--- src/sv/wsrs_pkg.sv ---
// Package: shared types and constants for the window square-root ratio scaler.
`timescale 1ns / 1ps
package wsrs_pkg;

    localparam int SAMPLE_W = 32;
    localparam int RATIO_W  = 32;
    localparam int ROOT_W   = 24;
    localparam int SCALE_W  = 24;

    // Commands from controller to datapath
    typedef struct packed {
        logic store;      // write input sample into ring
        logic load_pair;  // register older/newer read data
        logic div_start;  // start serial divide
        logic sqrt_start; // start serial square root
        logic acc_clear;  // clear accumulator and flag
        logic acc_add;    // add root to accumulator
        logic mean_start; // start mean divide
    } t_cmd;

    // Status from datapath to controller
    typedef struct packed {
        logic div_done;
        logic sqrt_done;
        logic mean_done;
    } t_status;

endpackage

--- src/sv/wsrs_if.sv ---
// Interfaces: valid/ready channels for samples and results.
`timescale 1ns / 1ps
interface wsrs_in_if;
    logic        valid;
    logic        ready;
    logic [31:0] sample;
    modport source (output valid, output sample, input ready);
    modport sink   (input valid, input sample, output ready);
endinterface

interface wsrs_out_if;
    logic        valid;
    logic        ready;
    logic [23:0] scale_estimate;
    logic        window_full;
    logic        zero_divisor;
    modport source (output valid, output scale_estimate, output window_full,
                    output zero_divisor, input ready);
    modport sink   (input valid, input scale_estimate, input window_full,
                    input zero_divisor, output ready);
endinterface

--- src/sv/wsrs_ram.sv ---
// Generic single-write, single-read RAM with registered read data.
`timescale 1ns / 1ps
module wsrs_ram #(
    parameter int WIDTH = 32,
    parameter int DEPTH = 5
) (
    input  logic                     i_clk,
    input  logic                     i_we,
    input  logic [$clog2(DEPTH)-1:0] i_waddr,
    input  logic [WIDTH-1:0]         i_wdata,
    input  logic [$clog2(DEPTH)-1:0] i_raddr,
    output logic [WIDTH-1:0]         o_rdata
);
    logic [WIDTH-1:0] r_mem [DEPTH];
    logic [WIDTH-1:0] r_rdata;

    // Write and registered read
    always_ff @(posedge i_clk) begin
        if (i_we) begin
            r_mem[i_waddr] <= i_wdata;
        end
        r_rdata <= r_mem[i_raddr];
    end

    assign o_rdata = r_rdata;
endmodule

--- src/sv/wsrs_datapath.sv ---
// Datapath: sample ring, serial divider, serial square root, accumulator, mean.
`timescale 1ns / 1ps
module wsrs_datapath #(
    parameter int INTERVALS = 4
) (
    input  logic                      i_clk,
    input  logic                      i_rst_n,
    input  wsrs_pkg::t_cmd            i_cmd,
    input  logic [31:0]               i_sample,
    input  logic [$clog2(INTERVALS+1)-1:0] i_waddr,
    input  logic [$clog2(INTERVALS+1)-1:0] i_raddr,
    input  logic                      i_rd_older,
    output wsrs_pkg::t_status         o_status,
    output logic [23:0]               o_mean,
    output logic                      o_zero
);
    import wsrs_pkg::*;

    localparam int DEPTH = INTERVALS + 1;
    localparam int SUM_W = ROOT_W + $clog2(INTERVALS + 1);
    localparam int CW    = 7;

    logic [31:0] w_rdata;

    wsrs_ram #(.WIDTH(SAMPLE_W), .DEPTH(DEPTH)) u_ram (
        .i_clk  (i_clk),
        .i_we   (i_cmd.store),
        .i_waddr(i_waddr),
        .i_wdata(i_sample),
        .i_raddr(i_raddr),
        .o_rdata(w_rdata)
    );

    // Operand capture
    logic [31:0] r_older, r_newer;
    always_ff @(posedge i_clk) begin
        if (i_cmd.load_pair) begin
            if (i_rd_older) r_older <= w_rdata;
            else            r_newer <= w_rdata;
        end
    end

    // Restoring divide of newer<<16 by older, one quotient bit per cycle (48 bits)
    logic [47:0] r_dq;   // dividend shifting into quotient
    logic [32:0] r_drem;
    logic [CW-1:0] r_dcnt;
    logic        r_dbusy, r_ddone;
    logic [32:0] w_dtrial;
    logic [33:0] w_dsh;
    assign w_dsh    = {r_drem, r_dq[47]};
    assign w_dtrial = w_dsh[32:0] - {1'b0, r_older};

    always_ff @(posedge i_clk) begin
        if (!i_rst_n) begin
            r_dbusy <= 1'b0;
            r_ddone <= 1'b0;
        end else begin
            r_ddone <= 1'b0;
            if (i_cmd.div_start) begin
                r_dq    <= {r_newer, 16'h0000};
                r_drem  <= '0;
                r_dcnt  <= CW'(48);
                r_dbusy <= 1'b1;
            end else if (r_dbusy) begin
                if (w_dsh >= {2'b00, r_older}) begin
                    r_drem <= w_dtrial;
                    r_dq   <= {r_dq[46:0], 1'b1};
                end else begin
                    r_drem <= w_dsh[32:0];
                    r_dq   <= {r_dq[46:0], 1'b0};
                end
                r_dcnt <= r_dcnt - CW'(1);
                if (r_dcnt == CW'(1)) begin
                    r_dbusy <= 1'b0;
                    r_ddone <= 1'b1;
                end
            end
        end
    end

    // Saturated Q16.16 ratio
    logic [31:0] w_ratio;
    assign w_ratio = (r_older == 32'd0 || r_dq[47:32] != 16'd0) ? 32'hFFFF_FFFF
                                                                : r_dq[31:0];

    // Square root of ratio<<16 (48 bits), two radicand bits per cycle
    logic [47:0] r_sv;
    logic [25:0] r_srem;
    logic [23:0] r_sroot;
    logic [4:0]  r_scnt;
    logic        r_sbusy, r_sdone;
    logic [25:0] w_srem_sh, w_strial;
    assign w_srem_sh = {r_srem[23:0], r_sv[47:46]};
    assign w_strial  = {r_sroot, 2'b01};

    always_ff @(posedge i_clk) begin
        if (!i_rst_n) begin
            r_sbusy <= 1'b0;
            r_sdone <= 1'b0;
        end else begin
            r_sdone <= 1'b0;
            if (i_cmd.sqrt_start) begin
                r_sv    <= {w_ratio, 16'h0000};
                r_srem  <= '0;
                r_sroot <= '0;
                r_scnt  <= 5'd24;
                r_sbusy <= 1'b1;
            end else if (r_sbusy) begin
                r_sv <= {r_sv[45:0], 2'b00};
                if (w_srem_sh >= w_strial) begin
                    r_srem  <= w_srem_sh - w_strial;
                    r_sroot <= {r_sroot[22:0], 1'b1};
                end else begin
                    r_srem  <= w_srem_sh;
                    r_sroot <= {r_sroot[22:0], 1'b0};
                end
                r_scnt <= r_scnt - 5'd1;
                if (r_scnt == 5'd1) begin
                    r_sbusy <= 1'b0;
                    r_sdone <= 1'b1;
                end
            end
        end
    end

    // Accumulate roots and zero-divisor flag
    logic [SUM_W-1:0] r_sum;
    logic             r_zero;
    always_ff @(posedge i_clk) begin
        if (i_cmd.acc_clear) begin
            r_sum  <= '0;
            r_zero <= 1'b0;
        end else if (i_cmd.acc_add) begin
            r_sum  <= r_sum + SUM_W'(r_sroot);
            r_zero <= r_zero | (r_older == 32'd0);
        end
    end

    // Mean: multiply the sum by a rounded-up reciprocal of INTERVALS, exact for any sum
    localparam int          MK   = SUM_W + $clog2(INTERVALS);
    localparam logic [63:0] MREC = ((64'd1 << MK) + 64'(INTERVALS) - 64'd1) / 64'(INTERVALS);
    localparam int          PW   = 2 * SUM_W + 1;

    logic [SUM_W:0]   w_mrec;
    logic [PW-1:0]    w_mprod;
    logic [23:0]      r_mq;
    logic             r_mpend, r_mdone;
    assign w_mrec  = MREC[SUM_W:0];
    assign w_mprod = {{(SUM_W+1){1'b0}}, r_sum} * {{SUM_W{1'b0}}, w_mrec};

    // Register mean_start so the last root has landed in the sum, then take the mean
    always_ff @(posedge i_clk) begin
        if (!i_rst_n) begin
            r_mpend <= 1'b0;
            r_mdone <= 1'b0;
        end else begin
            r_mdone <= 1'b0;
            r_mpend <= i_cmd.mean_start;
            if (r_mpend) begin
                r_mq    <= w_mprod[MK +: SCALE_W];
                r_mdone <= 1'b1;
            end
        end
    end

    assign o_mean = r_mq;
    assign o_zero = r_zero;
    assign o_status.div_done  = r_ddone;
    assign o_status.sqrt_done = r_sdone;
    assign o_status.mean_done = r_mdone;
endmodule

--- src/sv/wsrs_ctrl.sv ---
// Controller: ring pointers, fill count and sequencing of the per-item pass.
`timescale 1ns / 1ps
module wsrs_ctrl #(
    parameter int INTERVALS = 4
) (
    input  logic                      i_clk,
    input  logic                      i_rst_n,
    input  logic                      i_in_valid,
    output logic                      o_in_ready,
    output logic                      o_out_valid,
    input  logic                      i_out_ready,
    output logic                      o_full,
    input  wsrs_pkg::t_status         i_status,
    output wsrs_pkg::t_cmd            o_cmd,
    output logic [$clog2(INTERVALS+1)-1:0] o_waddr,
    output logic [$clog2(INTERVALS+1)-1:0] o_raddr,
    output logic                      o_rd_older
);
    import wsrs_pkg::*;

    localparam int DEPTH = INTERVALS + 1;
    localparam int AW    = $clog2(DEPTH);
    localparam int FW    = $clog2(DEPTH + 1);
    localparam int IW    = $clog2(INTERVALS + 1);

    localparam logic [3:0] S_IDLE  = 4'd0;
    localparam logic [3:0] S_RDO   = 4'd1;
    localparam logic [3:0] S_RDN   = 4'd2;
    localparam logic [3:0] S_CAPO  = 4'd3;
    localparam logic [3:0] S_CAPN  = 4'd4;
    localparam logic [3:0] S_DIV   = 4'd5;
    localparam logic [3:0] S_SQRT  = 4'd6;
    localparam logic [3:0] S_ADD   = 4'd7;
    localparam logic [3:0] S_MEAN  = 4'd8;
    localparam logic [3:0] S_OUT   = 4'd9;

    logic [3:0]    r_state, n_state;
    logic [AW-1:0] r_wptr, n_wptr, r_optr, n_optr, r_older, n_older;
    logic [FW-1:0] r_fill, n_fill;
    logic [IW-1:0] r_cnt, n_cnt;
    logic          r_full, n_full;

    function automatic logic [AW-1:0] inc(input logic [AW-1:0] p);
        return (p == AW'(DEPTH - 1)) ? '0 : p + AW'(1);
    endfunction

    // Next-state and command logic
    always_comb begin
        n_state = r_state;
        n_wptr  = r_wptr;
        n_optr  = r_optr;
        n_older = r_older;
        n_fill  = r_fill;
        n_cnt   = r_cnt;
        n_full  = r_full;
        o_cmd   = '0;
        o_raddr = r_older;
        o_rd_older = 1'b1;
        case (r_state)
            S_IDLE: begin
                if (i_in_valid) begin
                    o_cmd.store = 1'b1;
                    n_wptr = inc(r_wptr);
                    if (r_fill == FW'(DEPTH)) begin
                        n_optr = inc(r_optr);
                    end else begin
                        n_fill = r_fill + FW'(1);
                    end
                    o_cmd.acc_clear = 1'b1;
                    if (r_fill >= FW'(DEPTH - 1)) begin
                        n_full  = 1'b1;
                        n_older = (r_fill == FW'(DEPTH)) ? inc(r_optr) : r_optr;
                        n_cnt   = IW'(INTERVALS);
                        n_state = S_RDO;
                    end else begin
                        n_full  = 1'b0;
                        n_state = S_OUT;
                    end
                end
            end
            S_RDO: begin
                o_raddr = r_older;
                n_state = S_RDN;
            end
            S_RDN: begin
                o_raddr = inc(r_older);
                o_cmd.load_pair = 1'b1;
                o_rd_older = 1'b1;
                n_state = S_CAPN;
            end
            S_CAPN: begin
                o_cmd.load_pair = 1'b1;
                o_rd_older = 1'b0;
                n_state = S_CAPO;
            end
            S_CAPO: begin
                o_cmd.div_start = 1'b1;
                n_state = S_DIV;
            end
            S_DIV: begin
                if (i_status.div_done) begin
                    o_cmd.sqrt_start = 1'b1;
                    n_state = S_SQRT;
                end
            end
            S_SQRT: begin
                if (i_status.sqrt_done) begin
                    n_state = S_ADD;
                end
            end
            S_ADD: begin
                o_cmd.acc_add = 1'b1;
                n_older = inc(r_older);
                n_cnt   = r_cnt - IW'(1);
                if (r_cnt == IW'(1)) begin
                    n_state = S_MEAN;
                    o_cmd.mean_start = 1'b1;
                end else begin
                    n_state = S_RDO;
                end
            end
            S_MEAN: begin
                if (i_status.mean_done) n_state = S_OUT;
            end
            S_OUT: begin
                if (i_out_ready) n_state = S_IDLE;
            end
            default: n_state = S_IDLE;
        endcase
    end

    // State registers
    always_ff @(posedge i_clk) begin
        if (!i_rst_n) begin
            r_state <= S_IDLE;
            r_wptr  <= '0;
            r_optr  <= '0;
            r_older <= '0;
            r_fill  <= '0;
            r_cnt   <= '0;
            r_full  <= 1'b0;
        end else begin
            r_state <= n_state;
            r_wptr  <= n_wptr;
            r_optr  <= n_optr;
            r_older <= n_older;
            r_fill  <= n_fill;
            r_cnt   <= n_cnt;
            r_full  <= n_full;
        end
    end

    assign o_in_ready  = (r_state == S_IDLE);
    assign o_out_valid = (r_state == S_OUT);
    assign o_full      = r_full;
    assign o_waddr     = r_wptr;
endmodule

--- src/sv/window_sqrt_ratio_scale.sv ---
// Top level: window square-root ratio scaler.
// Each sample item is written into a ring of INTERVALS+1 entries; once the ring
// is full the result is the mean of sqrt(newer/older) over the INTERVALS
// consecutive pairs, unsigned Q8.16, with zero_divisor set if any older sample
// was zero. Before the ring is full the result is zero with window_full low.
// For a full-ring item, each pair reads the ring, runs the 48-bit bit-serial
// divide and the square root and accumulates the root; then the mean is taken
// by reciprocal multiply, with the accept and result states around the pass.
// One item is in work at a time.
`timescale 1ns / 1ps
module window_sqrt_ratio_scale #(
    parameter int INTERVALS = 4
) (
    input  logic            i_clk,
    input  logic            i_rst_n,
    wsrs_in_if.sink         i_in,
    wsrs_out_if.source      o_out
);
    import wsrs_pkg::*;

    localparam int AW = $clog2(INTERVALS + 1);

    t_cmd          w_cmd;
    t_status       w_status;
    logic [AW-1:0] w_waddr, w_raddr;
    logic          w_rd_older, w_full, w_zero;
    logic [23:0]   w_mean;

    wsrs_ctrl #(.INTERVALS(INTERVALS)) u_ctrl (
        .i_clk      (i_clk),
        .i_rst_n    (i_rst_n),
        .i_in_valid (i_in.valid),
        .o_in_ready (i_in.ready),
        .o_out_valid(o_out.valid),
        .i_out_ready(o_out.ready),
        .o_full     (w_full),
        .i_status   (w_status),
        .o_cmd      (w_cmd),
        .o_waddr    (w_waddr),
        .o_raddr    (w_raddr),
        .o_rd_older (w_rd_older)
    );

    wsrs_datapath #(.INTERVALS(INTERVALS)) u_dp (
        .i_clk     (i_clk),
        .i_rst_n   (i_rst_n),
        .i_cmd     (w_cmd),
        .i_sample  (i_in.sample),
        .i_waddr   (w_waddr),
        .i_raddr   (w_raddr),
        .i_rd_older(w_rd_older),
        .o_status  (w_status),
        .o_mean    (w_mean),
        .o_zero    (w_zero)
    );

    // Zero result until the ring is full
    assign o_out.scale_estimate = w_full ? w_mean : 24'd0;
    assign o_out.window_full    = w_full;
    assign o_out.zero_divisor   = w_full & w_zero;
endmodule
--- src/flat_wrapper.sv ---
// flat-port wrapper written by rule: the top's interface ports become plain ports
module window_sqrt_ratio_scale_flat import wsrs_pkg::*;
#(
    parameter int INTERVALS = 4
)
  (i_clk, i_rst_n, i_in_valid, i_in_sample, i_in_ready, o_out_valid, o_out_scale_estimate, o_out_window_full, o_out_zero_divisor, o_out_ready);
  wsrs_in_if i_in_i ();
  wsrs_out_if o_out_i ();
  input  logic i_clk;
  input  logic i_rst_n;
  input wire logic [$bits(i_in_i.valid)-1:0] i_in_valid;
  input wire logic [$bits(i_in_i.sample)-1:0] i_in_sample;
  output wire logic [$bits(i_in_i.ready)-1:0] i_in_ready;
  output wire logic [$bits(o_out_i.valid)-1:0] o_out_valid;
  output wire logic [$bits(o_out_i.scale_estimate)-1:0] o_out_scale_estimate;
  output wire logic [$bits(o_out_i.window_full)-1:0] o_out_window_full;
  output wire logic [$bits(o_out_i.zero_divisor)-1:0] o_out_zero_divisor;
  input wire logic [$bits(o_out_i.ready)-1:0] o_out_ready;
  assign i_in_i.valid = i_in_valid;
  assign i_in_i.sample = i_in_sample;
  assign i_in_ready = i_in_i.ready;
  assign o_out_valid = o_out_i.valid;
  assign o_out_scale_estimate = o_out_i.scale_estimate;
  assign o_out_window_full = o_out_i.window_full;
  assign o_out_zero_divisor = o_out_i.zero_divisor;
  assign o_out_i.ready = o_out_ready;
  window_sqrt_ratio_scale #(.INTERVALS(INTERVALS)) u_core (.i_clk(i_clk), .i_rst_n(i_rst_n), .i_in(i_in_i), .o_out(o_out_i));
endmodule
--- config.mk ---
export PLATFORM = sky130hd
export DESIGN_NAME = window_sqrt_ratio_scale_flat
export DESIGN_NICKNAME = d
export VERILOG_FILES = /design/src/sv/wsrs_pkg.sv /design/src/sv/wsrs_if.sv /design/src/sv/wsrs_ram.sv /design/src/sv/wsrs_datapath.sv /design/src/sv/wsrs_ctrl.sv /design/src/sv/window_sqrt_ratio_scale.sv /design/src/flat_wrapper.sv
export SDC_FILE = /design/constraint.sdc
export NUM_CORES = 1
export LEC_CHECK = 0
export BUFFER_PORTS_ARGS = -buffer_cell sky130_fd_sc_hd__buf_4
export CAP_MARGIN = 20
export CORE_MARGIN = 2
export CORE_UTILIZATION = 60
export DETAILED_ROUTE_END_ITERATION = 16
export HOLD_SLACK_MARGIN = 0.08
export PLACE_DENSITY = 0.88
export RECOVER_POWER = 25
export SYNTH_ARGS = -nofsm -noshare
export SYNTH_HDL_FRONTEND = slang
export SYNTH_HIERARCHICAL = 1
export SYNTH_SLANG_ARGS = --single-unit
--- constraint.sdc ---
create_clock -name i_clk -period 9.82 [get_ports i_clk]
set_input_delay 1.964 -clock i_clk [delete_from_list [all_inputs] [get_ports i_clk]]
set_output_delay 1.964 -clock i_clk [all_outputs]
set_load 0.1 [all_outputs]
==> results by group <==
CTS
  • CTS H-Tree Depth: 2
  • Clk_lat worst skew: 0.60 ns
  • Clock buffer count from CTS: 50
  • TritonCTS clock tree: built
  • Postcts setup bufs: 0
  • Clock sinks: 506
  • Post-CTS resize count: 0
  • CTS max path bufs: 3
  • Root Driver: clkbuf_16
  • Hold_buf cts: 0
  • Worst-path clk slew: 0.06 ns

Finish
  • Layout cell share with drive strength beyond 1: 0.1132
  • Final Util: 0.6677
  • Most frequent cells in the layout: edfxtp_1, nor2_1, nand2_1, a21oi_1, inv_1
  • Commonest non-fill, non-tap cell in the layout: edfxtp_1
  • Non-Filler Instances: 2,610
  • Net count, final: 2,178
  • Antenna Cells: 0
  • Synth-to-Final Area Change: 10.20%

Floorplanning
  • Core area: 0.03964 mm2
  • Initial Util: 0.6059
  • Die height: 204.1 um
  • Die area: 0.04164 mm2
  • Number of I/O pins: 64
  • Die X-Extent: 204.1 um
  • Row count: 73

STA
  • Final Max Slew Viols: 0
  • Worst Tran Pin Value: 1.089 ns
  • Max Freq: 253.9 MHz
  • Final min period: 3.939 ns
  • Period utilization: 0.4011
  • Final setup TNS: 0 ns
  • Hold Violations, Final: 0
  • RSZ-0062 raised after global routing: no
  • Rel. slew slack: 0.2739
  • # setup viols final: 0
  • Worst Clk Skew: 0.03096 ns

Synthesis
  • Sequential area share after synthesis: 0.5972
  • Ys Warns: 6
  • Netlist cell types: 94
  • EDFF count, synth: 421
  • Synth async-reset ratio: 0
  • Seq cells post-synth: 506
  • Synth Flop Type: edfxtp_1
  • Syn Inst Count: 1,998
  • Mapped Nets: 2,133
  • Mapped cell area: 0.02402 mm2
  • Mean Syn Cell Area: 12.02 um2

Critical path
  • CP max stage delay: 0.44 ns
  • Slowest cell on the critical path: fa_1
  • Crit-path max FO: 27
  • Top cell by count, worst path: inv_1
  • Required @ worst endpoint: 10.17 ns
  • Critical path's top delay family: compound AO/OA/AOI/OAI gates
  • Setup CP Type: flip-flop to flip-flop
  • CP Buf/Inv Count: 3
  • Crit path cell chain: inv_1, ha_1, inv_1, fa_1, a211oi_2, o21bai_2, a21oi_2, a2bb2oi_2, a31oi_4, a21oi_4, o21a_1, buf_4, nor4b_1, a311o_1
  • CP Data Arrival Time: 4.29 ns
  • Setup crit end kind: flip-flop
  • Worst setup SP type: flip-flop

Detailed routing
  • Final WL: 48.58 mm
  • Initial drt markers: 1,262
  • DR vias: 15,610
  • Post-DR vias/cell: 5.980
  • Drt drc: 0
  • DRT antenna net count: 0
  • DR WL/cell: 18.61 um
  • Drt pass-1 iters: 5

Global routing
  • Vias in the first global route: 15,490
  • Overall Global Routing Usage: 0.2361
  • GRT Residual Overflow: 0
  • Initial antenna violation count: 0
  • Global-route wire length before repair: 78.45 mm
  • Largest net degree at the start of global routing: 117

Job
  • Max-cap viol count: 0

Worst hold path
  • Min-delay worst type: flip-flop to flip-flop

Power and ir drop
  • Switching Fraction: 0.2724
  • Clock power share: 0.353
  • Logic pwr share: 0.153
  • Sequential share of power: 0.494
  • Design Power: 5549 uW
  • PD cells: 209.7 mW/mm2
  • P_sw: 1511 uW
  • Cell Int Power: 4038 uW
  • Max IR drop VDD: 0.2393 mV
  • Leak Pwr: 0.009786 uW

Placed design
  • DPL Wire Length: 31.03 mm
  • Number of port buffers: 63
  • RD Place Congestion: 0.9013
  • Placed Instances: 2,515

Run status
  • Outcome: completed
power by group through the flow:
stage	Sequential (uW)	Clock (uW)	Combinational, uW
6_report	2740	1960	850
3_5_place_dp	2780	0	838
2_1_floorplan	2690	0	679
3_3_place_gp	2760	0	801
4_1_cts	2730	1990	850
5_1_grt	2750	2080	934
state kept, by name, indices dropped and copies added, names as in the netlist, 4 cells and up:
register and flops:
u_core/u_dp/r_drem 33, u_core/u_dp/r_sum 26, u_core/u_dp/u_ram/o_rdata 32, u_core/u_dp/r_newer 32, u_core/u_dp/o_mean 24, u_core/u_dp/r_dcnt 7, u_core/u_dp/r_older 32, u_core/u_ctrl/r_state 4
u_core/u_dp/r_srem 24, u_core/u_dp/r_sv 32, u_core/u_dp/r_sroot 24, u_core/u_dp/u_ram/r_mem 160, u_core/u_dp/r_dq 48, u_core/u_dp/r_scnt 5
routing by layer:
| layer | routed length (um) | GRT usage | vias up | share of wire |
|---|---|---|---|---|
| li1 | - | - | 7414 | - |
| met1 | 19860 | 0.3086 | 7455 | 0.41 |
| met2 | 23490 | 0.3943 | 632 | 0.48 |
| met3 | 3856 | 0.04608 | 108 | 0.079 |
| met4 | 1369 | 0.08644 | 0 | 0.028 |
| met5 | 0 | 0 | - | 0 |
per-stage QoR:
stage / setup slack (ns) / hold WS, ns / cell area, um2
after floorplan: 4.456 / 0.4037 / 24020
after global placement: 6.001 / 0.4090 / 24850
after detailed placement: 5.899 / 0.4231 / 24850
after CTS: 5.861 / 0.4369 / 26560
after global routing: 5.615 / 0.4479 / 26470
final: 5.881 / 0.4367 / 26470
cell usage after synthesis (17+ instances only):
library cell  count  share of area
a21o_1           31         0.0097
mux2_2           33          0.015
o21ai_0          34         0.0071
and2_2           19         0.0059
a21oi_1         150          0.031
nand2_1         151          0.024
nand2b_1         22         0.0057
a221oi_1         19         0.0069
dfxtp_1          85          0.071
nor2_1          195          0.030
edfxtp_1        421           0.53
xnor2_1          44          0.016
o21a_1           19         0.0059
clkbuf_1         37         0.0058
nor3_1           17         0.0035
nand4_1          17         0.0044
nor4_1           19         0.0049
inv_1           126          0.020
mux2i_1          56          0.023
nor2b_1          62          0.016
a211oi_1         43          0.013
ha_1             97          0.051
xor2_1           21         0.0077
nand3_1          29         0.0060
cells by family after synthesis:
group | share of synthesized area
xor gates and xnor gates | 0.02370
AOI/OAI and AO/OA | 0.1217
buffers and inverters | 0.04194
adders and majority gates | 0.05220
and+or+nand+nor | 0.1244
muxes | 0.03881
DFF | 0.5972
cell type report:
class                   count  area (um2)
clock buffers              62        1316
clock inverters            32       396.6
fillers                  2726       13170
inverters                 128       480.5
multi-input cells        1275        8757
flip-flops and latches    506       14340
well taps                 525       656.9
repair buffers             82       515.5
worst paths after layout:
kind                                 start                 endpoint  slack [ns]  cells after the start
max reg2reg           u_core/u_dp/r_dq[47]   u_core/u_dp/r_drem[24]        5.88                     14
min reg2reg  u_core/u_dp/u_ram/o_rdata[17]  u_core/u_dp/r_newer[17]        0.44                      0
max                   u_core/u_dp/r_dq[47]   u_core/u_dp/r_drem[24]        5.88                     14
min          u_core/u_dp/u_ram/o_rdata[17]  u_core/u_dp/r_newer[17]        0.44                      0
Power figures use the tool's default switching activity.
